## src/hw/rtl/hrs_pkg.sv

```systemverilog
// ----------------------------------------------------------------------------
// hrs_pkg: shared types for the hash ring successor lookup
// Opcodes, status codes, controller states and the command and status
// bundles that run between the controller and the datapath.
// ----------------------------------------------------------------------------
package hrs_pkg;

  localparam int OpW     = 2;
  localparam int HashW   = 32;
  localparam int NodeW   = 8;
  localparam int StatusW = 2;

  typedef enum logic [OpW-1:0] {
    OP_CLEAR  = 2'd0,
    OP_INSERT = 2'd1,
    OP_LOOKUP = 2'd2,
    OP_NOP    = 2'd3
  } op_e;

  typedef enum logic [StatusW-1:0] {
    ST_OK    = 2'd0,
    ST_EMPTY = 2'd1,
    ST_FULL  = 2'd2
  } status_e;

  typedef enum logic [3:0] {
    S_IDLE,
    S_SRCH_RD,
    S_SRCH_CMP,
    S_LKP_RD,
    S_LKP_OUT,
    S_INS_RD,
    S_INS_CHK,
    S_SHIFT_RD,
    S_SHIFT_WR,
    S_INS_WR
  } state_e;

  typedef struct packed {
    logic    load;        // latch request, open search window [0, count)
    logic    clear;       // empty the ring
    logic    srch_rd;     // read the midpoint of the window
    logic    srch_upd;    // narrow the window from the point just read
    logic    lkp_rd;      // read the successor entry, wrapping to entry zero
    logic    pos_rd;      // read the entry at the insert position
    logic    shift_init;  // start moving the tail up from the top
    logic    shift_rd;    // read the entry below the shift pointer
    logic    shift_wr;    // write it one slot up and step down
    logic    wr_pos;      // write point and owner at the insert position
    logic    cnt_inc;     // one more point on the ring
    logic    emit;        // present a result
    status_e emit_status;
    logic    emit_node;   // result carries the owner just read
  } dp_cmd_t;

  typedef struct packed {
    logic count_zero;
    logic full;
    logic lo_lt_hi;
    logic pos_in_ring;
    logic hit;
    logic shift_last;
  } dp_stat_t;

endpackage

```

## src/hw/rtl/hrs_ctrl.sv

```systemverilog
// ----------------------------------------------------------------------------
// hrs_ctrl: request sequencer
// Walks lookups and inserts through search, then lookup read or tail shift
// and write, driving the datapath by commands and reading back its status.
// ----------------------------------------------------------------------------
module hrs_ctrl (
  input  logic                      clk_i,
  input  logic                      rst_ni,
  input  logic                      start_i,
  input  logic [hrs_pkg::OpW-1:0]   opcode_i,
  output logic                      busy_o,
  output hrs_pkg::dp_cmd_t          cmd_o,
  input  hrs_pkg::dp_stat_t         stat_i
);
  import hrs_pkg::*;

  state_e state_q, state_d;
  op_e    op_q;
  op_e    op_in;

  assign op_in  = op_e'(opcode_i);
  assign busy_o = (state_q != S_IDLE);

  always_ff @(posedge clk_i or negedge rst_ni) begin
    if (!rst_ni) begin
      state_q <= S_IDLE;
      op_q    <= OP_NOP;
    end else begin
      state_q <= state_d;
      if (state_q == S_IDLE && start_i) begin
        op_q <= op_in;
      end
    end
  end

  always_comb begin
    state_d = state_q;
    unique case (state_q)
      S_IDLE: begin
        if (start_i) begin
          unique case (op_in)
            OP_INSERT: state_d = S_SRCH_RD;
            OP_LOOKUP: state_d = stat_i.count_zero ? S_IDLE : S_SRCH_RD;
            default:   state_d = S_IDLE;
          endcase
        end
      end
      S_SRCH_RD: begin
        if (stat_i.lo_lt_hi) begin
          state_d = S_SRCH_CMP;
        end else begin
          state_d = (op_q == OP_LOOKUP) ? S_LKP_RD : S_INS_RD;
        end
      end
      S_SRCH_CMP: state_d = S_SRCH_RD;
      S_LKP_RD:   state_d = S_LKP_OUT;
      S_LKP_OUT:  state_d = S_IDLE;
      S_INS_RD: begin
        priority if (stat_i.pos_in_ring) begin
          state_d = S_INS_CHK;
        end else if (stat_i.full) begin
          state_d = S_IDLE;
        end else begin
          state_d = S_INS_WR;
        end
      end
      S_INS_CHK: begin
        priority if (stat_i.hit || stat_i.full) begin
          state_d = S_IDLE;
        end else begin
          state_d = S_SHIFT_RD;
        end
      end
      S_SHIFT_RD: state_d = S_SHIFT_WR;
      S_SHIFT_WR: state_d = stat_i.shift_last ? S_INS_WR : S_SHIFT_RD;
      S_INS_WR:   state_d = S_IDLE;
      default:    state_d = S_IDLE;
    endcase
  end

  always_comb begin
    cmd_o             = '0;
    cmd_o.emit_status = ST_OK;
    unique case (state_q)
      S_IDLE: begin
        if (start_i) begin
          cmd_o.load = 1'b1;
          unique case (op_in)
            OP_CLEAR: begin
              cmd_o.clear = 1'b1;
              cmd_o.emit  = 1'b1;
            end
            OP_LOOKUP: begin
              if (stat_i.count_zero) begin
                cmd_o.emit        = 1'b1;
                cmd_o.emit_status = ST_EMPTY;
              end
            end
            OP_NOP:    cmd_o.emit = 1'b1;
            default:   cmd_o.emit = 1'b0;
          endcase
        end
      end
      S_SRCH_RD:  cmd_o.srch_rd  = stat_i.lo_lt_hi;
      S_SRCH_CMP: cmd_o.srch_upd = 1'b1;
      S_LKP_RD:   cmd_o.lkp_rd   = 1'b1;
      S_LKP_OUT: begin
        cmd_o.emit      = 1'b1;
        cmd_o.emit_node = 1'b1;
      end
      S_INS_RD: begin
        priority if (stat_i.pos_in_ring) begin
          cmd_o.pos_rd = 1'b1;
        end else if (stat_i.full) begin
          cmd_o.emit        = 1'b1;
          cmd_o.emit_status = ST_FULL;
        end
      end
      S_INS_CHK: begin
        priority if (stat_i.hit) begin
          // existing point: replace the owner
          cmd_o.wr_pos = 1'b1;
          cmd_o.emit   = 1'b1;
        end else if (stat_i.full) begin
          cmd_o.emit        = 1'b1;
          cmd_o.emit_status = ST_FULL;
        end else begin
          cmd_o.shift_init = 1'b1;
        end
      end
      S_SHIFT_RD: cmd_o.shift_rd = 1'b1;
      S_SHIFT_WR: cmd_o.shift_wr = 1'b1;
      S_INS_WR: begin
        cmd_o.wr_pos  = 1'b1;
        cmd_o.cnt_inc = 1'b1;
        cmd_o.emit    = 1'b1;
      end
      default: cmd_o.emit = 1'b0;
    endcase
  end

endmodule

```

## config.mk

```make
export PLATFORM = sky130hd
export DESIGN_NAME = hrs_ctrl
export DESIGN_NICKNAME = d
export VERILOG_FILES = /design/src/hw/rtl/hrs_pkg.sv /design/src/hw/rtl/hrs_ctrl.sv
export SDC_FILE = /design/constraint.sdc
export NUM_CORES = 1
export LEC_CHECK = 0
export ABC_AREA = 1
export BUFFER_PORTS_ARGS = -buffer_cell sky130_fd_sc_hd__buf_2
export CORE_ASPECT_RATIO = 0.8
export CORE_MARGIN = 8
export CORE_UTILIZATION = 31
export DETAILED_ROUTE_END_ITERATION = 10
export HOLD_SLACK_MARGIN = 0.03
export PLACE_DENSITY = 0.55
export REMOVE_ABC_BUFFERS = 1
export SLEW_MARGIN = 25
export SYNTH_ARGS = -nofsm -noshare
export SYNTH_HDL_FRONTEND = slang
export SYNTH_SLANG_ARGS = --single-unit
```

## constraint.sdc

```tcl
create_clock -name clk_i -period 2 [get_ports clk_i]
set_clock_uncertainty 0.1 [all_clocks]
set_input_delay 0.5 -clock clk_i [delete_from_list [all_inputs] [get_ports clk_i]]
set_output_delay 0.5 -clock clk_i [all_outputs]
set_load 0.02 [all_outputs]
```

After elaboration in Yosys (flattened, before gate mapping)
Cells that the tools add are included.
- add/subtract/negate cells: 0
- $mul: 0
- div/mod/pow operators: 0
- order comparisons: 0
- eq/ne operators: 14
- shifts and indexed selects: 0
- muxes and demuxes: 37
- bitwise gates (word level): 0
- reductions and logical operators: 7
- operators by type and width (operator ; number):
    4-bit one-hot mux with 8 select lines ; 1
    3-bit two-way mux ; 7
    4-bit by 3-bit == test with 1-bit output (second input constant) ; 4
    1-bit two-way mux ; 16
    4-bit two-way mux ; 4
    4-bit by 2-bit == test with 1-bit output (second input constant) ; 2
    4-bit == test (second input constant) ; 2
    2-bit two-way mux ; 4
    2-bit == test (second input constant) ; 3
    1-bit one-hot mux with 2 select lines ; 3
    2-bit one-hot mux with 3 select lines ; 1
    4-bit by 1-bit == test with 1-bit output (second input constant) ; 1
    4-bit logical NOT ; 1
    1-bit one-hot mux with 4 select lines ; 1
    4-bit nonzero test ; 1
    2-bit OR reduction ; 2
    2-bit by 1-bit == test with 1-bit output (second input constant) ; 1
    2-bit logical NOT ; 1
    2-bit != test (second input constant) ; 1
    1-bit logical AND ; 1
    1-bit logical OR ; 1
- flip-flop bits (word level): 6
- bits in latches: 0
- bits in writable memories: 0
- ROM bits: 0
- bits of input ports: 11
- output and inout port bits: 16
- logic and storage cells: 60
- memories kept: 0

Longest topological paths before layout
- depth after elaboration: 5
- depth in mapped cells: 8
- depth with buffers taken out: 8

Least setup slack after synthesis
Ideal clock, no wire load.
- kind: reg2out
- start point: register state_q[0]
- end point: output port cmd_o[2] (netlist name)
- data arrival time: 1259 ps
- data required time: 1400 ps
- path slack: 141 ps
- stages on the path, launching flop included: 6
- path buffers: 0
- cells stage by stage: dfrtp_1 inv_2 nand2_4 inv_2 nand2_1 o31ai_1
- RTL lines (item ; line ; source):
    start, declared ; hrs_ctrl.sv:17 ; state_e state_q, state_d;
    start signal, assigned ; hrs_ctrl.sv:29 ; state_q <= state_d;
    end, declared ; hrs_ctrl.sv:12 ; output hrs_pkg::dp_cmd_t cmd_o,

==> run summary <==
## Synthesis
- 7.14 um2 — Syn Area/Cell
- sky130_fd_sc_hd__dfrtp_1, sky130_fd_sc_hd__nand2_4, sky130_fd_sc_hd__dfstp_2, sky130_fd_sc_hd__nand2_1, sky130_fd_sc_hd__ha_1 — synth top area cells
- 24.8% — share of synthesized area occupied by flip-flops and latches
- 0 — EDFF count, synth
- sky130_fd_sc_hd__dfrtp_1 — most used flip-flop cell after synthesis
- 100% — async set or reset register ratio after synthesis
- sky130_fd_sc_hd__nand2_1, sky130_fd_sc_hd__inv_1, sky130_fd_sc_hd__inv_2, sky130_fd_sc_hd__nor2_1 — list of most frequent post-synthesis cells
- 0 — synthesis warning total
- 614 um2 — mapped cell area
- 86 — cell count after synthesis
- sky130_fd_sc_hd__dfrtp_1 — dominant cell type by area after synthesis
- 16.3% — area share of the largest cell type after synthesis
- sky130_fd_sc_hd__nand2_1 — most instantiated library cell after synthesis
- 6 — register bit count reported by yosys
- 21 — Synth cell types

## Floorplan
- 65.8 um — Die W
- 1870 um2 — area of the placeable core
- 14 — Placement Rows
- 27 — number of top-level design ports
- 32.8% — initial core utilization
- 55.8 um — vertical die dimension
- 3670 um2 — die area

## Clocking
- sky130_fd_sc_hd__clkbuf_4 — clock root buffer
- 250 ps — clock latency on the worst-skew pair
- built — TritonCTS clock tree
- 50 ps — clock transition at the registers of the reported paths
- 3 — CTS Buf Count
- 2 — worst-case clock buffer depth
- 6 — clock sink count
- 1 — CTS H-tree lvls

## STA
- 1 — number of endpoints failing setup at the final stage
- 0 — Pins Over Slew Limit
- 100% — period utilization
- -4.83 ps — final setup slack of the worst path
- 2000 ps — clock period minus final worst setup slack
- 81.6% — Rel. slew slack
- 0 — final hold violation count
- true — RSZ-0062 raised after global routing
- 274 ps — Tightest Pin Transition
- 0.499 GHz — highest clock frequency the design can meet

## Route
- 4 — TritonRoute pass-1 iters
- 11.8 um — Routed wire per std cell
- 4.52 — Vias/cell
- 696 — Vias
- 1.82 mm — wire length reported by the detailed router
- 0 — Residual DRC
- 0 — post-route ant nets
- 13 — number of DRC violations after detailed-routing iteration 0

## Power
- 0.643 mV — largest voltage drop on the vdd net
- 1080 nW/um2 — power density over the cells
- 12.1% — proportion of power drawn by the clock network
- 47.6% — switching part of the total
- 1020 uW — Tot Pwr
- 0.000533 uW — Lkg Pwr
- 20.4% — Seq pwr share
- 67.5% — Logic pwr share
- 535 uW — internal power
- 486 uW — Psw

## Placement
- 0.825 — final weighted congestion of routability-driven global placement
- 782 um2 — area post-placement
- 1.45 mm — Detailed Place HPWL
- 26 — PortBufs

## GRT
- 0 — initial antenna violation count
- 0 — leftover overflow at the end of global routing
- 7 — largest net degree at the start of global routing
- 2.97 mm — global-route wire length before repair
- 10.2% — overall track demand over capacity in global routing
- 697 — via count of the first global-routing pass

## Critical path
- 1400 ps — worst endpoint data arrival time
- in2out — Worst Path Class, Setup
- 1400 ps — Req. time, crit path
- 3 — largest fanout on the critical path
- primary output — type of element capturing the critical path
- 560 ps — register-to-register path setup slack
- input pin — element type at the critical path start

## Layout
- 186 — number of fill cells in the layout
- 56.9% — fraction of final layout cells sized beyond drive strength 1
- 0 — ANT cells
- 946 um2 — cell area after layout
- 54.0% — layout-stage area growth over the synthesis result
- 154 um2 — Seq. cell area
- 145 — NumNets Final
- 412 um2 — area of the multi-input gates
- 50.5% — Final Util

## Outcome
- finished, violations left — outcome
- negative setup slack — failing checks

## Hold path
- in2reg — min-delay worst type

## Flow run
- 0 — number of max-cap violations

flip-flops by register name, indices dropped and copies added (netlist names):
| name | cells |
|---|---|
| op_q | 2 |
| state_q | 4 |
kinds of logic (layout without fill, tap and decap cells):
family | Yosys count | count (layout) | synth area share [%]
AND/OR/NAND/NOR | 52 | 52 | 51.5
flip-flops | 6 | 6 | 24.8
buffers and inverters | 18 | 62 | 11.0
AO/OA/AOI/OAI | 7 | 7 | 6.52
adder cells (fa/ha/maj) | 3 | 3 | 6.11
stage by stage:
step / setup TNS, ps / worst slack (ps) / instances / hold WS (ps)
after detailed placement: -16.9 / -16.9 / 137 / 236
after global placement: -6.89 / -6.89 / 137 / 231
after global routing: -139 / -76.8 / 154 / 402
after CTS: -0.214 / -0.214 / 151 / 393
after floorplan: 0 / 141 / 86 / 104
final: -4.83 / -4.83 / 154 / 402
worst max-delay path: stages:
cell	delay, ps
sky130_fd_sc_hd__buf_2	100
sky130_fd_sc_hd__inv_2	50
sky130_fd_sc_hd__ha_1	310
sky130_fd_sc_hd__a21oi_2	160
sky130_fd_sc_hd__nand2_2	70
sky130_fd_sc_hd__nand4_1	70
sky130_fd_sc_hd__buf_4	140
cell usage in the layout, fill, tap and decap left out:
| cell type | n |
|---|---|
| sky130_fd_sc_hd__dfrtp_2 | 1 |
| sky130_fd_sc_hd__nand2_1 | 13 |
| sky130_fd_sc_hd__or2_1 | 1 |
| sky130_fd_sc_hd__buf_2 | 24 |
| sky130_fd_sc_hd__inv_4 | 4 |
| sky130_fd_sc_hd__nor3_1 | 4 |
| sky130_fd_sc_hd__clkbuf_1 | 1 |
| sky130_fd_sc_hd__a21oi_1 | 2 |
| sky130_fd_sc_hd__nor2_1 | 9 |
| sky130_fd_sc_hd__o21bai_1 | 1 |
| sky130_fd_sc_hd__nor2_2 | 3 |
| sky130_fd_sc_hd__nor2_4 | 3 |
| sky130_fd_sc_hd__o21ai_0 | 2 |
| sky130_fd_sc_hd__ha_1 | 2 |
| sky130_fd_sc_hd__nand4_1 | 1 |
| sky130_fd_sc_hd__a21oi_2 | 1 |
| sky130_fd_sc_hd__nor3_2 | 2 |
| sky130_fd_sc_hd__o31ai_1 | 1 |
| sky130_fd_sc_hd__buf_4 | 14 |
| sky130_fd_sc_hd__nand3_1 | 6 |
| sky130_fd_sc_hd__dfstp_2 | 2 |
| sky130_fd_sc_hd__dlygate4sd3_1 | 1 |
| sky130_fd_sc_hd__nand3_2 | 2 |
| sky130_fd_sc_hd__nand2_8 | 1 |
| sky130_fd_sc_hd__ha_2 | 1 |
| sky130_fd_sc_hd__nand2_4 | 5 |
| sky130_fd_sc_hd__clkbuf_4 | 3 |
| sky130_fd_sc_hd__nand2_2 | 1 |
| sky130_fd_sc_hd__dfrtp_1 | 3 |
| sky130_fd_sc_hd__buf_6 | 1 |
| sky130_fd_sc_hd__inv_1 | 8 |
| sky130_fd_sc_hd__inv_2 | 6 |
| sky130_fd_sc_hd__nand3b_1 | 1 |
cell type report:
class                   count  area share [%]
inverters                  18            8.20
well taps                  24            3.17
repair buffers             40            26.1
clock buffers               4            2.78
multi-input cells          62            43.5
flip-flops and latches      6            16.3
power by group through the flow:
stage / registers (uW) / clock network (uW) / logic (uW)
2_1_floorplan: 205 / 0 / 392
3_3_place_gp: 210 / 0 / 523
6_report: 208 / 124 / 689
3_5_place_dp: 211 / 0 / 524
5_1_grt: 215 / 141 / 748
4_1_cts: 204 / 130 / 650
final timing paths:
check	to	startpoint	depth (start not counted)
max	cmd_o[3]	opcode_i[1]	7
min	state_q[3]	stat_i[0]	3
max reg2reg	op_q[1]	state_q[2]	7
min reg2reg	op_q[0]	op_q[0]	2
max in group asynchronous	op_q[0]	rst_ni	2
min in group asynchronous	state_q[3]	rst_ni	2
routing by layer:
layer,vias up,global-route usage [%],part of all wire [%]
met5,-,0,0
met1,322,10.7,41
li1,356,-,-
met3,2,5.84,7.5
met2,16,17.8,51
met4,0,0.932,0.28
repair_timing:
| action | 4_1_cts | 5_1_grt |
|---|---|---|
| hold buffers | 1 | 0 |
| pin swaps | 7 | 7 |
| endpoints found under the hold margin | 4 | 0 |
| setup endpoints to repair | 2 | 4 |
| setup buffers | 9 | 3 |
| gates resized for setup | 7 | 6 |
(Power assumes the default switching activity.)
